===== config.mk =====
export PLATFORM = sky130hd
export DESIGN_NAME = tcw_ctrl
export DESIGN_NICKNAME = d
export VERILOG_FILES = /design/src/rtl/tcw_pkg.sv /design/src/rtl/tcw_ctrl.sv
export SDC_FILE = /design/constraint.sdc
export NUM_CORES = 1
export LEC_CHECK = 0
export BUFFER_PORTS_ARGS = -buffer_cell sky130_fd_sc_hd__buf_2
export CAP_MARGIN = 0
export CORE_AREA = 2 2 39 41
export CTS_CLUSTER_SIZE = 24
export DETAILED_ROUTE_END_ITERATION = 6
export DIE_AREA = 0 0 41 43
export PLACE_DENSITY = 0.31
export REMOVE_ABC_BUFFERS = 1
export SLEW_MARGIN = 20
export SYNTH_ARGS = -nofsm -noshare
export SYNTH_HDL_FRONTEND = slang
export SYNTH_SLANG_ARGS = --single-unit

===== constraint.sdc =====
create_clock -name clk -period 1.42 [get_ports clk]
set_input_delay 0.142 -clock clk [delete_from_list [all_inputs] [get_ports clk]]
set_output_delay 0.142 -clock clk [all_outputs]
set_load 0.03 [all_outputs]

===== src/rtl/tcw_pkg.sv =====
`default_nettype none
package tcw_pkg;

  localparam logic [1:0] KIND_CHAR  = 2'd0;
  localparam logic [1:0] KIND_CLEAR = 2'd1;
  localparam logic [1:0] KIND_READ  = 2'd2;

  localparam logic [7:0] CH_NEWLINE  = 8'd10;
  localparam logic [7:0] CH_RETURN   = 8'd13;
  localparam logic [7:0] CH_BLANK    = 8'h20;
  localparam logic [7:0] COLOR_RESET = 8'h07;

  typedef struct packed {
    logic [1:0] kind;
    logic [7:0] char_code;
    logic [4:0] read_row;
    logic [6:0] read_column;
  } request_t;

  typedef struct packed {
    logic [15:0] cell_value;
    logic [4:0]  cursor_row_out;
    logic [6:0]  cursor_column_out;
    logic        scrolled;
  } result_t;

  typedef enum logic [1:0] {
    ST_INIT,
    ST_IDLE,
    ST_SWEEP,
    ST_RESULT
  } state_t;

  typedef struct packed {
    logic accept;
    logic sweep;
    logic result;
  } cmd_t;

  typedef struct packed {
    logic wrap;
    logic sweep_last;
  } status_t;

endpackage
`default_nettype wire


===== src/rtl/tcw_ctrl.sv =====
`default_nettype none
module tcw_ctrl (
  input  wire logic             clk,
  input  wire logic             rst,
  input  wire logic             start,
  input  wire logic [1:0]       kind,
  input  wire tcw_pkg::status_t status,
  output tcw_pkg::cmd_t         cmd,
  output logic                  busy
);

  tcw_pkg::state_t state, state_next;

  always_ff @(posedge clk) begin
    if (rst) begin
      state <= tcw_pkg::ST_INIT;
    end else begin
      state <= state_next;
    end
  end

  always_comb begin
    state_next = state;
    unique case (state)
      tcw_pkg::ST_INIT: begin
        if (status.sweep_last) state_next = tcw_pkg::ST_IDLE;
      end
      tcw_pkg::ST_IDLE: begin
        if (start) begin
          priority if (kind == tcw_pkg::KIND_CLEAR) begin
            state_next = tcw_pkg::ST_SWEEP;
          end else if (kind == tcw_pkg::KIND_CHAR && status.wrap) begin
            state_next = tcw_pkg::ST_SWEEP;
          end else begin
            state_next = tcw_pkg::ST_RESULT;
          end
        end
      end
      tcw_pkg::ST_SWEEP: begin
        if (status.sweep_last) state_next = tcw_pkg::ST_RESULT;
      end
      tcw_pkg::ST_RESULT: begin
        state_next = tcw_pkg::ST_IDLE;
      end
      default: state_next = tcw_pkg::ST_INIT;
    endcase
  end

  always_comb begin
    cmd.accept = (state == tcw_pkg::ST_IDLE) && start;
    cmd.sweep  = (state == tcw_pkg::ST_INIT) || (state == tcw_pkg::ST_SWEEP);
    cmd.result = (state == tcw_pkg::ST_RESULT);
    busy       = (state != tcw_pkg::ST_IDLE);
  end

endmodule
`default_nettype wire


==> results.toml <==
[clocking]
cts_hold_buf = 0
numCtsBuffers = 3
cts.reportedPaths.clkPinSlew_ps = 30
cts_max_level = 1
clock_latency_ps = 230
cts_tree = "done"
cts_sinks = 2
ctsRootBufferMaster = "clkbuf_4"
clockBufferDepth = 2

[finish]
antenna_cells = 0
largest-register = "state"
fillerInstances = 158
areaGrowthSynthToFinish_pct = 52.3
reg_top3 = "state: 2 flops"
largest_register_ffs = 2
fin_cells = 53
drive_gt1_frac = 0.486
nets = 50
fin_util = 0.211

[grt]
busiest_layer = "met2"
use_met3 = 0.0681
met2_usage = 0.0719
grt_pass1_vias = 183
grt_usage = 0.0671
grt_overflow_total = 0
grt_max_degree = 5
grtUsageMet1 = 0.0703
grt_first_pass_wirelength_um = 696
antenna_found_initial = 0

[route]
routed_wl_um = 427
wire_per_inst_um = 8.06
postRouteAntennaNets = 0
post-route-drc-count = 0
drtIter0Drc = 8
num_vias = 201
vias_per_cell = 3.79
drt_first_pass_iters = 3

[worst_setup_path]
path_max_fanout = 4
required_ps = 1280
start_kind = "flip-flop"
end_kind = "output pin"
path_class = "flip-flop to output pin"
arrival_ps = 1170

[timing]
finalCritPeriodShare = 0.924
fmax_ghz = 0.762
setup_tns_ps = 0
relSlewSlack = 0.860
min_period_ps = 1310
setup_viol = 0
worst_pin_slew_ps = 209
rsz0062_at_grt = "no"
hold_violations = 0
skew_ps = 0.655
drv_slew = 0

[synthesis]
synth_cells = 24
seq_area_frac_synth = 0.209
yosys.area.top_type_share = 0.261
ys_types = 14
syn_avg_cell_area_um2 = 7.98
yosys_warnings = 0
synth_seq_cells = 2
syn_area_um2 = 191
synthTopCellsByArea = "ha_1, dfxtp_1, inv_1"
yosysTopAreaCell = "ha_1"

[die]
fp-row-count = 14
die-area_um2 = 1760
initial_core_util = 0.138
die_h_um = 43
die_w_um = 41
core_area_um2 = 1380
boundaryPins = 11

[placement]
port_buffers = 10
placed_cells = 50
dp_hpwl_um = 345
gp_congestion = 0.754

[min_path]
hold_class = "input port to flip-flop"

[flow_run]
maxCapViolCount = 0

[power]
power_density_nw_per_um2 = 2230
p_total_w = 0.000652
ir_drop_v = 0.000701
power.leakage_nw = 0.140

[status]
status = "finished clean"
## cells in the mapped netlist, drive strengths merged
cell,count
a211oi,1
a21o,1
a21oi,2
and2,1
dfxtp,2
ha,4
inv,4
nand2b,2
nand3,1
nor2,2
nor2b,1
nor3b,1
o21ai,1
o21bai,1
## where the power goes
part / switching (W) / internal, W / total [W]
Sequential: 0.0000247 / 0.0000894 / 0.000114
Clock: 0.0000347 / 0.0000934 / 0.000128
Combinational: 0.000255 / 0.000154 / 0.000409
## layout by cell type (no fill, tap or decap)
cell / instances
a211oi_1: 1
a21o_1: 1
a21oi_1: 2
and2_1: 1
buf_2: 10
clkbuf_4: 3
dfxtp_2: 2
ha_1: 2
ha_2: 2
inv_1: 4
nand2b_1: 2
nand3_1: 1
nor2_1: 2
nor2b_1: 1
nor3b_1: 1
o21ai_0: 1
o21bai_2: 1
## critical path, stage by stage (launching register included)
cell and delay (ps):
dfxtp_2 340, inv_1 70, ha_1 230, nor2_1 100
inv_1 40, buf_2 160
## kinds of logic after synthesis
family	Yosys count	share of synthesized area
flops	2	0.209
fa+ha+maj	4	0.261
buf+inv	4	0.0784
simple gates	8	0.235
compound gates	6	0.216
## final timing paths
path | cells past startpoint | slack [ps] | from | end
worst max-delay path | 5 | 110 | state[0]$_SDFFE_PP0P_ | cmd[1]
worst min-delay path | 2 | 80 | rst | state[1]$_SDFFE_PP0P_
worst max register to register | 5 | 210 | state[0]$_SDFFE_PP0P_ | state[0]$_SDFFE_PP0P_
worst min register to register | 2 | 560 | state[0]$_SDFFE_PP0P_ | state[0]$_SDFFE_PP0P_
## per-layer routing
metal  wire length [um]  part of all wire  up-vias
li1                   -                 -      105
met4                  0                 0        0
met5                  0                 0        -
met1                191              0.45       85
met3                 53              0.12        0
met2                182              0.43       11
## area by class of cell
type                            count  area, um^2  share of cell area
Multi-Input combinational cell     18         141               0.485
Timing Repair Buffer               10        50.0               0.172
Sequential cell                     2        42.5               0.146
Clock buffer                        3        22.5              0.0773
Tap cell                           16        20.0              0.0687
Inverter                            4        15.0              0.0515
## repair_timing
| item | in CTS | in global routing |
|---|---|---|
| buffers inserted | 0 | 0 |
| endpoints found under the setup margin | 0 | 2 |
| gates resized for setup | 0 | 4 |
## stage by stage
step                      setup slack [ps]  hold WS (ps)  instance area, um^2
final                                  107          84.5                  292
after global routing                  2.95          72.6                  292
after CTS                             24.0          85.2                  284
after detailed placement               168           328                  262
after global placement                 134           326                  262
after floorplan                        284           211                  191
Power figures use the tool's default switching activity.
